$ cat src/rtl/trd_pkg.sv
// Package of the tempo ratio distance block: widths, register indexes, reset values, types.
// No dependencies; imported by every module of the block.
package trd_pkg;

	localparam int VAL_W      = 32;   // Q16.16 tempo input
	localparam int Q_W        = 24;   // Q8.16 ratio, weight and distance
	localparam int FRAC_W     = 16;   // fraction bits of Q8.16
	localparam int MULT_W     = 8;    // integer multiple
	localparam int ENT_W      = 2;    // entries_in_use register
	localparam int CFG_IDX_W  = 3;
	localparam int CFG_DATA_W = 24;
	localparam int LOW_W      = VAL_W - Q_W;  // dividend bits not in the first remainder

	localparam int MAX_MULTIPLES     = 3;
	localparam int DEF_NUM_MULTIPLES = 3;

	// Input register, one divider stage per quotient bit, then diff, product and minimum.
	localparam int LATENCY = 1 + Q_W + 3;

	localparam logic [Q_W-1:0] Q_MAX = {Q_W{1'b1}};

	// Configuration register indexes.
	localparam logic [CFG_IDX_W-1:0] CFG_ENTRIES     = 3'd0;
	localparam int                   CFG_MULT_BASE   = 1;
	localparam int                   CFG_WEIGHT_BASE = 4;

	localparam logic [ENT_W-1:0] ENTRIES_RESET = 2'd3;
	localparam logic [Q_W-1:0]   WEIGHT_RESET  = 24'h010000;

	// Control that travels beside the payload through the pipeline.
	typedef struct packed {
		logic valid;
		logic zero;
	} trd_ctl_t;

	// Reset value of multiple register i is i + 1.
	function automatic logic [MULT_W-1:0] mult_reset(input int idx);
		return MULT_W'(idx + 1);
	endfunction

endpackage

$ cat src/rtl/trd_divider.sv
// Pipelined restoring divider: (big << 16) / small, one quotient bit per stage, saturated to Q8.16.
// Depends on trd_pkg.
module trd_divider import trd_pkg::*; (
	input  logic             clk,
	input  logic             arst_n,
	input  trd_ctl_t         in_ctl,
	input  logic [VAL_W-1:0] big,
	input  logic [VAL_W-1:0] small_val,
	output trd_ctl_t         out_ctl,
	output logic [Q_W-1:0]   ratio
);

	trd_ctl_t         ctl_s  [Q_W];
	logic [VAL_W-1:0] rem_s  [Q_W];
	logic [VAL_W-1:0] dvs_s  [Q_W];
	logic [Q_W-1:0]   quot_s [Q_W];
	logic [LOW_W-1:0] low_s  [Q_W];
	logic             sat_s  [Q_W];

	for (genvar i = 0; i < Q_W; i++) begin : g_stage
		trd_ctl_t         ctl_in;
		logic [VAL_W-1:0] rem_in;
		logic [VAL_W-1:0] dvs_in;
		logic [Q_W-1:0]   quot_in;
		logic [LOW_W-1:0] low_in;
		logic             sat_in;
		logic [VAL_W:0]   trial;
		logic             ge;

		if (i == 0) begin : g_first
			// The quotient overflows 24 bits exactly when big >> 8 is not below small.
			assign ctl_in  = in_ctl;
			assign rem_in  = VAL_W'(big[VAL_W-1:LOW_W]);
			assign dvs_in  = small_val;
			assign quot_in = '0;
			assign low_in  = big[LOW_W-1:0];
			assign sat_in  = (rem_in >= small_val);
		end else begin : g_next
			assign ctl_in  = ctl_s[i-1];
			assign rem_in  = rem_s[i-1];
			assign dvs_in  = dvs_s[i-1];
			assign quot_in = quot_s[i-1];
			assign low_in  = low_s[i-1];
			assign sat_in  = sat_s[i-1];
		end

		assign trial = {rem_in, low_in[LOW_W-1]};
		assign ge    = (trial >= {1'b0, dvs_in});

		always_ff @(posedge clk or negedge arst_n) begin
			if (!arst_n) begin
				ctl_s[i] <= '0;
			end else begin
				ctl_s[i] <= ctl_in;
			end
		end

		always_ff @(posedge clk) begin
			rem_s[i]  <= ge ? VAL_W'(trial - {1'b0, dvs_in}) : trial[VAL_W-1:0];
			dvs_s[i]  <= dvs_in;
			quot_s[i] <= {quot_in[Q_W-2:0], ge};
			low_s[i]  <= {low_in[LOW_W-2:0], 1'b0};
			sat_s[i]  <= sat_in;
		end
	end

	assign out_ctl = ctl_s[Q_W-1];
	assign ratio   = sat_s[Q_W-1] ? Q_MAX : quot_s[Q_W-1];

endmodule

$ cat config.mk
export PLATFORM = sky130hd
export DESIGN_NAME = trd_divider
export DESIGN_NICKNAME = d
export VERILOG_FILES = /design/src/rtl/trd_pkg.sv /design/src/rtl/trd_divider.sv
export SDC_FILE = /design/constraint.sdc
export NUM_CORES = 2
export LEC_CHECK = 0
export ABC_AREA = 1
export BUFFER_PORTS_ARGS = -buffer_cell sky130_fd_sc_hd__buf_2
export CORE_AREA = 2 2 396 555
export DETAILED_ROUTE_END_ITERATION = 10
export DIE_AREA = 0 0 398 557
export PLACE_DENSITY_LB_ADDON = 0.12
export SYNTH_ARGS = -nofsm -noshare
export SYNTH_HDL_FRONTEND = slang
export SYNTH_SLANG_ARGS = --single-unit
$ cat constraint.sdc
create_clock -name clk -period 2 [get_ports clk]
set_input_delay 0.6 -clock clk [delete_from_list [all_inputs] [get_ports clk]]
set_output_delay 0.6 -clock clk [all_outputs]
set_load 0.02 [all_outputs]
==> qor_table.md <==
| Result | Reported |
|:---|:---|
| Setup TNS | -116.24 ns |
| Number of synthesized flops with an enable pin | 0 |
| Overall via count from detail_route | 111,153 |
| Overall fraction of global-route tracks in use | 36.25% |
| Combinational cell fraction of total power | 65.3% |
| Clock buffers created by TritonCTS | 195 |
| Core Util, Final | 76.40% |
| Total count of hold-check failures in the final report | 0 |
| Sw power | 124.6 mW |
| Failing checks | setup timing |
| Maximum Capacitance Violations | 0 |
| Number of fill cells in the layout | 14,930 |
| Worst slack on hold paths | 0.03876 ns |
| Biggest fanout along the worst timing path | 6 |
| Pins Over Slew Limit | 0 |
| Asr flop ratio synth | 2.564% |
| Fraction of synthesized cell area taken by the top area cell type | 37.62% |
| Worst-Skew Late Latency | 0.91 ns |
| Top-Level Pins | 94 |
| Yosys warning count | 0 |
| Die Outline Area | 0.2217 sq mm |
| Per-cell via count in the routed design | 5.301 |
| Post-Route Skew | 0.05634 ns |
| Worst setup margin | -0.4912 ns |
| Count of non-filler cells in the finished layout | 20,969 |
| Synth Cell Area | 0.09707 sq mm |
| Maximum root-to-sink buffer count | 4 |
| Share of cells above drive strength 1 | 52.11% |
| Leading post-synthesis cells by cell area | dfxtp_1, nand2_1, ha_1, inv_1, nand3_1 |
| Reg2Reg Depth | 12 |
| Total placed cells including tap cells | 19,807 |
| Kind of end point of the critical path | output pin |
| Maximum number of pins on one net before global-route repair | 49 |
| Sequential element share of the synthesized area | 38.86% |
| Global placement routability congestion | 1.024 |
| Place WS | -0.6385 ns |
| IR Drop Worst-Case VDD | 1.404 mV |
| Remaining number of nets flagged by the antenna check after routing | 0 |
| Average cell area after synthesis | 7.256 sq um |
| Total power after layout | 285.2 mW |
| Total of buffers placed on input and output ports | 93 |
| Flops & latches, synth | 1,872 |
| Number of unique standard cell types used by synthesis | 47 |
| Row count | 203 |
| Final Setup Violations | 736 |
| Post-place instance area | 0.1282 sq mm |
| Post-Layout Inst Area | 0.1659 sq mm |
| Upper clock frequency limit | 401.4 MHz |
| DR WL/cell | 21.57 microns |
| Worst hold stages | 3 |
| Post-synthesis cell type with the largest combined area | dfxtp_1 |
| Internal power of the cells | 160.6 mW |
| Setup repair after global routing missed its margin | yes |
| Instance count of the mapped netlist | 13,377 |
| Dominant cell by count in the synthesized netlist | nand2_1 |
| Leakage dissipation | 79.68 nW |
| Initial core utilization | 44.70% |
| Worst relative slew slack | 60.88% |
| Detailed-placement wirelength estimate | 320,200 microns |
| Chip Height | 557 microns |
| DRC violation total after the first TritonRoute iteration | 7,698 |
| Number of optimization iterations in the first detailed-route pass | 10 |
| Horizontal die dimension | 398 microns |
| Critical path required time | 1.40 ns |
| Aggregate global routing overflow | 0 |
| Hold WC Path Type | in2reg |
| Area growth from synthesis to layout | 70.93% |
| Clock H-tree levels | 4 |
| Seq pwr share | 21.5% |
| DR DRC count | 0 |
| Time the worst path needs with I/O delays and setup | 2.491 ns |
| Worst-Margin Slew | 0.5807 ns |
| Core ar. | 0.2172 sq mm |
| CTS sink count | 1,872 |
| Aggregate routed wire length | 452,200 microns |
| Clock Root Buffer | clkbuf_16 |
| Pwr per Cell Area | 1719 mW/mm^2 |
| Element type at the critical path start | flip-flop |
| Most numerous cell types in the synthesized netlist | nand2_1, dfxtp_1, inv_1 |
| Status | complete, but fails checks |
| Post-layout net count | 18,808 |
| Proportion of power drawn by the clock network | 13.2% |
| Most instantiated flip-flop cell in the synthesis netlist | dfxtp_1 |
| Global-route wire length before repair | 618,100 microns |
| Net count after synthesis | 14,252 |
| Clock tree from TritonCTS | built |
| Crit share post-route | 124.6% |
| Worst setup path class | reg2out |
| Arrival time worst endpoint | 1.89 ns |
| Initial antenna violation count | 24 |
| Number of global-route vias before repair | 108,713 |
| Share of total power consumed by net switching | 43.69% |
| Clock Pin Slew Worst Setup and Hold Paths | 0.06 ns |
[cell families after synthesis]
family / after synthesis / share of synthesized area [%]
simple gates: 6585 / 29.00
buf+inv: 1973 / 8.324
flops: 1872 / 38.86
compound gates: 1793 / 10.11
fa+ha+maj: 807 / 10.58
xor+xnor: 347 / 3.131
[flip-flops by register name, summed over array words and instances (netlist names)]
signal / cells
ctl_s: 46
dvs_s: 736
low_s: 28
out_ctl: 2
quot_s: 300
rem_s: 736
sat_s: 24
[power groups by stage]
stage	logic (mW)	registers, mW	clock network [mW]
5_1_grt	198	61.6	39.7
3_3_place_gp	128	56.9	0
3_5_place_dp	129	56.9	0
4_1_cts	153	58.5	38.1
6_report	186	61.2	37.8
2_1_floorplan	67.0	51.8	0
[area by class of cell]
type | count | area (sq um) | area share (%)
antenna | 17 | 42.54 | 0.02564
clock buffer | 240 | 5381 | 3.243
clock inverter | 106 | 1179 | 0.7104
inverter | 1812 | 7034 | 4.240
multi-input combinational | 9533 | 71610 | 43.16
sequential | 1872 | 39120 | 23.58
tap | 2870 | 3591 | 2.164
timing repair buffer | 4515 | 37920 | 22.85
timing repair inverter | 4 | 40.04 | 0.02413
[routing by layer]
metal	track usage [%]	wire [microns]	vias up
met2	64.72	221500	4557
met1	37.49	157200	52225
met4	29.83	47670	10
met3	5.185	25790	2150
li1	-	-	52211
met5	0	73	-
[layout by cell type (no fill, tap or decap), types with 275 or more instances in the layout]
master and count:
dfxtp_2 709, nand2_2 914, nand3_1 663, buf_4 3992
nand2_4 437, a21oi_2 275, nand2_1 2611, inv_1 1517
nor2_1 680, dfxtp_1 978, ha_4 624, a21oi_1 545
[critical path, stage by stage (launching register included)]
cell     delay (ns)
dfxtp_4        0.42
buf_12         0.19
or2_4          0.28
buf_6          0.14
[final timing paths]
path / from / end / slack (ns)
max: sat_s[2][7] / ratio[19] / -0.49
min: big[15] / rem_s[0][8] / 0.04
max reg2reg: dvs_s[1][102] / rem_s[1][141] / -0.35
min reg2reg: quot_s[20][8] / quot_s[21][9] / 0.29
max in group asynchronous: arst_n / ctl_s[19] / 1.23
min in group asynchronous: arst_n / ctl_s[20] / 0.36
[timing repair]
| action | 4_1_cts | 5_1_grt |
|---|---|---|
| hold endpoints to repair | 88 | 0 |
| hold buffers | 41 | 0 |
| resized for setup | 2696 | 3235 |
| setup endpoints to repair | 751 | 777 |
| pin swaps | 504 | 891 |
| setup buffers | 383 | 314 |
| cloned | 50 | 65 |
No activity file was read; power rests on OpenSTA's default activity.
