<file path="config.mk">
export PLATFORM = sky130hd
export DESIGN_NAME = trd_distance
export DESIGN_NICKNAME = d
export VERILOG_FILES = /design/src/rtl/trd_pkg.sv /design/src/rtl/trd_distance.sv
export SDC_FILE = /design/constraint.sdc
export NUM_CORES = 2
export LEC_CHECK = 0
export BUFFER_PORTS_ARGS = -buffer_cell sky130_fd_sc_hd__buf_2
export CAP_MARGIN = 20
export CORE_MARGIN = 2
export CORE_UTILIZATION = 61
export CTS_BUF_LIST = sky130_fd_sc_hd__clkbuf_2 sky130_fd_sc_hd__clkbuf_4 sky130_fd_sc_hd__clkbuf_8
export DETAILED_ROUTE_END_ITERATION = 16
export PLACE_DENSITY = 0.89
export SYNTH_ARGS = -nofsm -noshare
export SYNTH_HDL_FRONTEND = slang
export SYNTH_SLANG_ARGS = --single-unit
</file>
<file path="constraint.sdc">
create_clock -name clk -period 18.8 [get_ports clk]
set_input_delay 0.94 -clock clk [delete_from_list [all_inputs] [get_ports clk]]
set_output_delay 0.94 -clock clk [all_outputs]
set_load 0.02 [all_outputs]
</file>
<file path="src/rtl/trd_pkg.sv">
// Package of the tempo ratio distance block: widths, register indexes, reset values, types.
// No dependencies; imported by every module of the block.
package trd_pkg;

	localparam int VAL_W      = 32;   // Q16.16 tempo input
	localparam int Q_W        = 24;   // Q8.16 ratio, weight and distance
	localparam int FRAC_W     = 16;   // fraction bits of Q8.16
	localparam int MULT_W     = 8;    // integer multiple
	localparam int ENT_W      = 2;    // entries_in_use register
	localparam int CFG_IDX_W  = 3;
	localparam int CFG_DATA_W = 24;
	localparam int LOW_W      = VAL_W - Q_W;  // dividend bits not in the first remainder

	localparam int MAX_MULTIPLES     = 3;
	localparam int DEF_NUM_MULTIPLES = 3;

	// Input register, one divider stage per quotient bit, then diff, product and minimum.
	localparam int LATENCY = 1 + Q_W + 3;

	localparam logic [Q_W-1:0] Q_MAX = {Q_W{1'b1}};

	// Configuration register indexes.
	localparam logic [CFG_IDX_W-1:0] CFG_ENTRIES     = 3'd0;
	localparam int                   CFG_MULT_BASE   = 1;
	localparam int                   CFG_WEIGHT_BASE = 4;

	localparam logic [ENT_W-1:0] ENTRIES_RESET = 2'd3;
	localparam logic [Q_W-1:0]   WEIGHT_RESET  = 24'h010000;

	// Control that travels beside the payload through the pipeline.
	typedef struct packed {
		logic valid;
		logic zero;
	} trd_ctl_t;

	// Reset value of multiple register i is i + 1.
	function automatic logic [MULT_W-1:0] mult_reset(input int idx);
		return MULT_W'(idx + 1);
	endfunction

endpackage

</file>
<file path="src/rtl/trd_distance.sv">
// Weighted distance pipeline: |ratio - k|, weight product with saturation, minimum over lanes.
// Depends on trd_pkg.
module trd_distance import trd_pkg::*; #(
	parameter int NUM_MULT = DEF_NUM_MULTIPLES
) (
	input  logic              clk,
	input  logic              arst_n,
	input  trd_ctl_t          in_ctl,
	input  logic [Q_W-1:0]    ratio,
	input  logic [MULT_W-1:0] multiple [NUM_MULT],
	input  logic [Q_W-1:0]    weight [NUM_MULT],
	input  logic [ENT_W-1:0]  active,
	output logic              done,
	output logic [Q_W-1:0]    distance,
	output logic              zero_input
);

	trd_ctl_t       ctl_s1, ctl_s2, ctl_s3;
	logic [Q_W-1:0] diff_s1 [NUM_MULT];
	logic [Q_W-1:0] prod_s2 [NUM_MULT];
	logic [Q_W-1:0] dist_s3;
	logic [Q_W-1:0] best;

	always_ff @(posedge clk or negedge arst_n) begin
		if (!arst_n) begin
			ctl_s1 <= '0;
			ctl_s2 <= '0;
			ctl_s3 <= '0;
		end else begin
			ctl_s1 <= in_ctl;
			ctl_s2 <= ctl_s1;
			ctl_s3 <= ctl_s2;
		end
	end

	for (genvar i = 0; i < NUM_MULT; i++) begin : g_lane
		logic [Q_W-1:0]   target;
		logic [2*Q_W-1:0] prod;

		assign target = {multiple[i], {FRAC_W{1'b0}}};
		assign prod   = weight[i] * diff_s1[i];

		always_ff @(posedge clk) begin
			diff_s1[i] <= (ratio >= target) ? (ratio - target) : (target - ratio);
			prod_s2[i] <= (|prod[2*Q_W-1:Q_W+FRAC_W]) ? Q_MAX : prod[Q_W+FRAC_W-1:FRAC_W];
		end
	end

	always_comb begin
		best = prod_s2[0];
		for (int i = 1; i < NUM_MULT; i++) begin
			if ((ENT_W'(i) < active) && (prod_s2[i] < best)) begin
				best = prod_s2[i];
			end
		end
	end

	always_ff @(posedge clk) begin
		dist_s3 <= ctl_s2.zero ? '0 : best;
	end

	assign done       = ctl_s3.valid;
	assign distance   = dist_s3;
	assign zero_input = ctl_s3.zero;

endmodule

</file>
==> out/qor.csv <==
metric,value,unit
setup_viol,0,
dieWidth,329.4,µm
r2r_cells,26,
hold_buffers,0,
cts.sinks,172,
grt_pass1_wl,287100,µm
cts_buffers,17,
synth_fa_ha_area_frac,0.5643,
period_needed,8.959,ns
status,completed,
h-tree-depth,4,
grt_use_total,0.3395,
synthMuxAreaShare,0.005115,
skew,0.02945,ns
startpoint_type,flop,
worst_pin_slew,1.221,ns
synth_area_per_cell,8.826,µm²
clk_pin_slew_worst_paths,0.12,ns
grt_pass1_vias,55299,
tns,0,ns
n_fill_cell,8075,
cp.depth,26,
async_flop_share,0.03488,
crit_arrival,9.34,ns
synth_warnings,0,
gp_congestion,1.006,
antenna_found_initial,29,
dr.first_iter.drc_count,4197,
finalHoldViolations,0,
hold_class,input port to asynchronous set/reset pin,
critPathBufInv,7,
yosys_most_used_dff,dfxtp_1,
initial_core_util,0.6144,
num_rows,119,
cp_top_family,adder cells,
grt_max_degree,56,
layout-drive-gt1-share,0.03610,
cts_root_buffer,clkbuf_8,
ys_ff_latch,172,
synth_edf_count,0,
slew_violations,0,
drt-pass1-iter-count,14,
die_h,329.4,µm
relSlewSlack,0.1852,
rsz0062_at_grt,false,
required,19.18,ns
fin_nets,9333,
remaining_drc_errors,0,
maxCapViolCount,0,
dp_hpwl,140500,µm
syn_inst,7317,
worstSetupPathType,flop to flop,
cts_tree,yes,
cts_setup_buffers,0,
routed_via_density,5.857,
synth-xor-area-share,0.02102,
cp_max_fo,24,
synthSimpleGateAreaFrac,0.1814,
slowest_stage,dfxtp_1,
wl,178300,µm
clk_latency,0.50,ns
fmax,0.1116,GHz
yosysSeqAreaShare,0.05378,
vias,50258,
synth_top_family_by_area,adder cells,
io_buffers,151,
syn_area,0.06458,mm²
cp-end-kind,flop,
syn2layout_area_growth,3.274,%
fin_crit_sh,0.4765,
yosysUniqueCellTypes,81,
dieArea,0.1085,mm²
routedWlPerCell,20.78,µm
core,0.1051,mm²
ioPinCount,152,
cts_resized,0,
cts_max_path_buffers,2,
synth_compound_area_frac,0.05462,
cpPeakStageDelay,1.05,ns
grt_overflow,0,
synth_fp_nets,9488,
antenna_left,0,
flip-flops by register name, summed over array words and instances, names as in the netlist:
register,cells
zero_input,1
prod_s2,72
done,1
distance,24
ctl_s2,2
diff_s1,70
ctl_s1,2
worst reg2reg max path, cell delays in order (launching register included):
cell       delay (ns)
dfxtp_1          1.05
nand2_1          0.25
fa_1             0.59
inv_1            0.05
fa_1             0.48
inv_1            0.06
fa_1             0.56
inv_1            0.07
fa_1             0.50
inv_1            0.06
fa_1             0.53
inv_1            0.05
fa_1             0.48
inv_1            0.05
fa_1             0.48
inv_1            0.05
ha_1             0.35
a21oi_1          0.23
o21ai_0          0.12
a221o_1          0.35
or4_1            0.56
o21ai_0          0.37
o21ai_0          0.19
o311ai_0         0.34
o2111ai_1        0.27
or2_1            0.49
nand3b_1         0.27
final timing paths:
check                               start  slack (ns)        endpoint
max reg2reg                diff_s1[0][51]        9.84  prod_s2[0][51]
min in group clk                ctl_s1[1]        0.36       ctl_s2[1]
min                                arst_n        0.25       ctl_s1[0]
min reg2reg                     ctl_s1[1]        0.36       ctl_s2[1]
max                        diff_s1[0][51]        9.84  prod_s2[0][51]
max in group asynchronous          arst_n       18.42       ctl_s2[0]
cell type report:
class	instances	area [µm²]	share of cell area
Antenna cell	15	37.54	0.0005628
Clock buffer	17	234.0	0.003508
Clock inverter	15	214.0	0.003208
Inverter	1684	6321	0.09478
Multi-Input combinational cell	5093	53410	0.8008
Sequential cell	172	3475	0.05210
Tap cell	1391	1740	0.02610
Timing Repair Buffer	194	1261	0.01891
routing by layer:
layer	GRT usage	routed length (µm)
met1	0.4109	62480
met2	0.5450	82350
met3	0.09966	21550
met4	0.1910	11730
met5	0	197
per-stage QoR:
step | std cells | util | hold WS, ns | setup slack [ns] | area [µm²]
4_1_cts | 8552 | 0.6314 | 0.2140 | 9.674 | 66370
3_3_place_gp | 8520 | 0.6271 | 0.3316 | 9.661 | 65920
6_report | 8581 | 0.6345 | 0.2499 | 9.841 | 66700
5_1_grt | 8566 | 0.6341 | 0.2230 | 9.359 | 66660
3_5_place_dp | 8520 | 0.6271 | 0.3404 | 9.490 | 65920
2_1_floorplan | 7317 | - | 0.3312 | 10.68 | 64580
cell families (layout without fill, tap and decap cells):
group / count (synthesis) / after routing
and+or+nand+nor: 2311 / 2311
buffers and inverters: 2052 / 1910
adders and majority gates: 2045 / 2045
AOI/OAI and AO/OA: 550 / 550
DFF: 172 / 172
xor gates and xnor gates: 155 / 155
muxes: 32 / 32
other: 0 / 15
synthesized netlist by cell type, types with 7 or more instances:
| cell type | count | share of area |
|---|---|---|
| dfxtp_1 | 166 | 0.051 |
| or3_1 | 18 | 0.0017 |
| o31ai_1 | 8 | 0.00093 |
| nor3_1 | 24 | 0.0019 |
| mux2i_1 | 27 | 0.0042 |
| a211oi_1 | 42 | 0.0049 |
| a31oi_1 | 15 | 0.0015 |
| o21a_1 | 19 | 0.0022 |
| nand2_1 | 997 | 0.058 |
| o21bai_1 | 21 | 0.0024 |
| a211o_1 | 8 | 0.0011 |
| a221oi_1 | 8 | 0.0011 |
| and3_1 | 18 | 0.0017 |
| or4_1 | 7 | 0.00081 |
| a21o_1 | 68 | 0.0079 |
| nand2b_1 | 15 | 0.0015 |
| ha_1 | 599 | 0.12 |
| fa_1 | 1446 | 0.45 |
| nor2_1 | 121 | 0.0070 |
| nor2b_1 | 14 | 0.0014 |
| o211ai_1 | 18 | 0.0021 |
| a21oi_1 | 176 | 0.014 |
| clkbuf_1 | 350 | 0.020 |
| inv_1 | 1684 | 0.098 |
| nand4_1 | 51 | 0.0049 |
| and2_1 | 953 | 0.092 |
| xor2_1 | 59 | 0.0080 |
| xnor2_1 | 96 | 0.013 |
| nand3b_1 | 25 | 0.0029 |
| nand3_1 | 32 | 0.0025 |
| o21ai_0 | 100 | 0.0077 |
cell usage in the layout (no fill, tap or decap), types with 17 or more instances in the layout:
cell,Yosys,routed
a211oi_1,42,42
a21o_1,68,68
a21oi_1,176,176
and2_1,953,953
and3_1,18,18
buf_2,6,151
buf_4,1,30
clkbuf_8,0,17
dfxtp_1,166,165
fa_1,1446,1446
ha_1,599,599
inv_1,1684,1684
mux2i_1,27,27
nand2_1,997,997
nand3_1,32,32
nand3b_1,25,25
nand4_1,51,51
nor2_1,121,121
nor3_1,24,24
o211ai_1,18,18
o21a_1,19,19
o21ai_0,100,100
o21bai_1,21,21
or3_1,18,18
xnor2_1,96,96
xor2_1,59,59
Power is not shown: default switching activity piles up to over one toggle a cycle in this logic, so the estimate is an artifact.
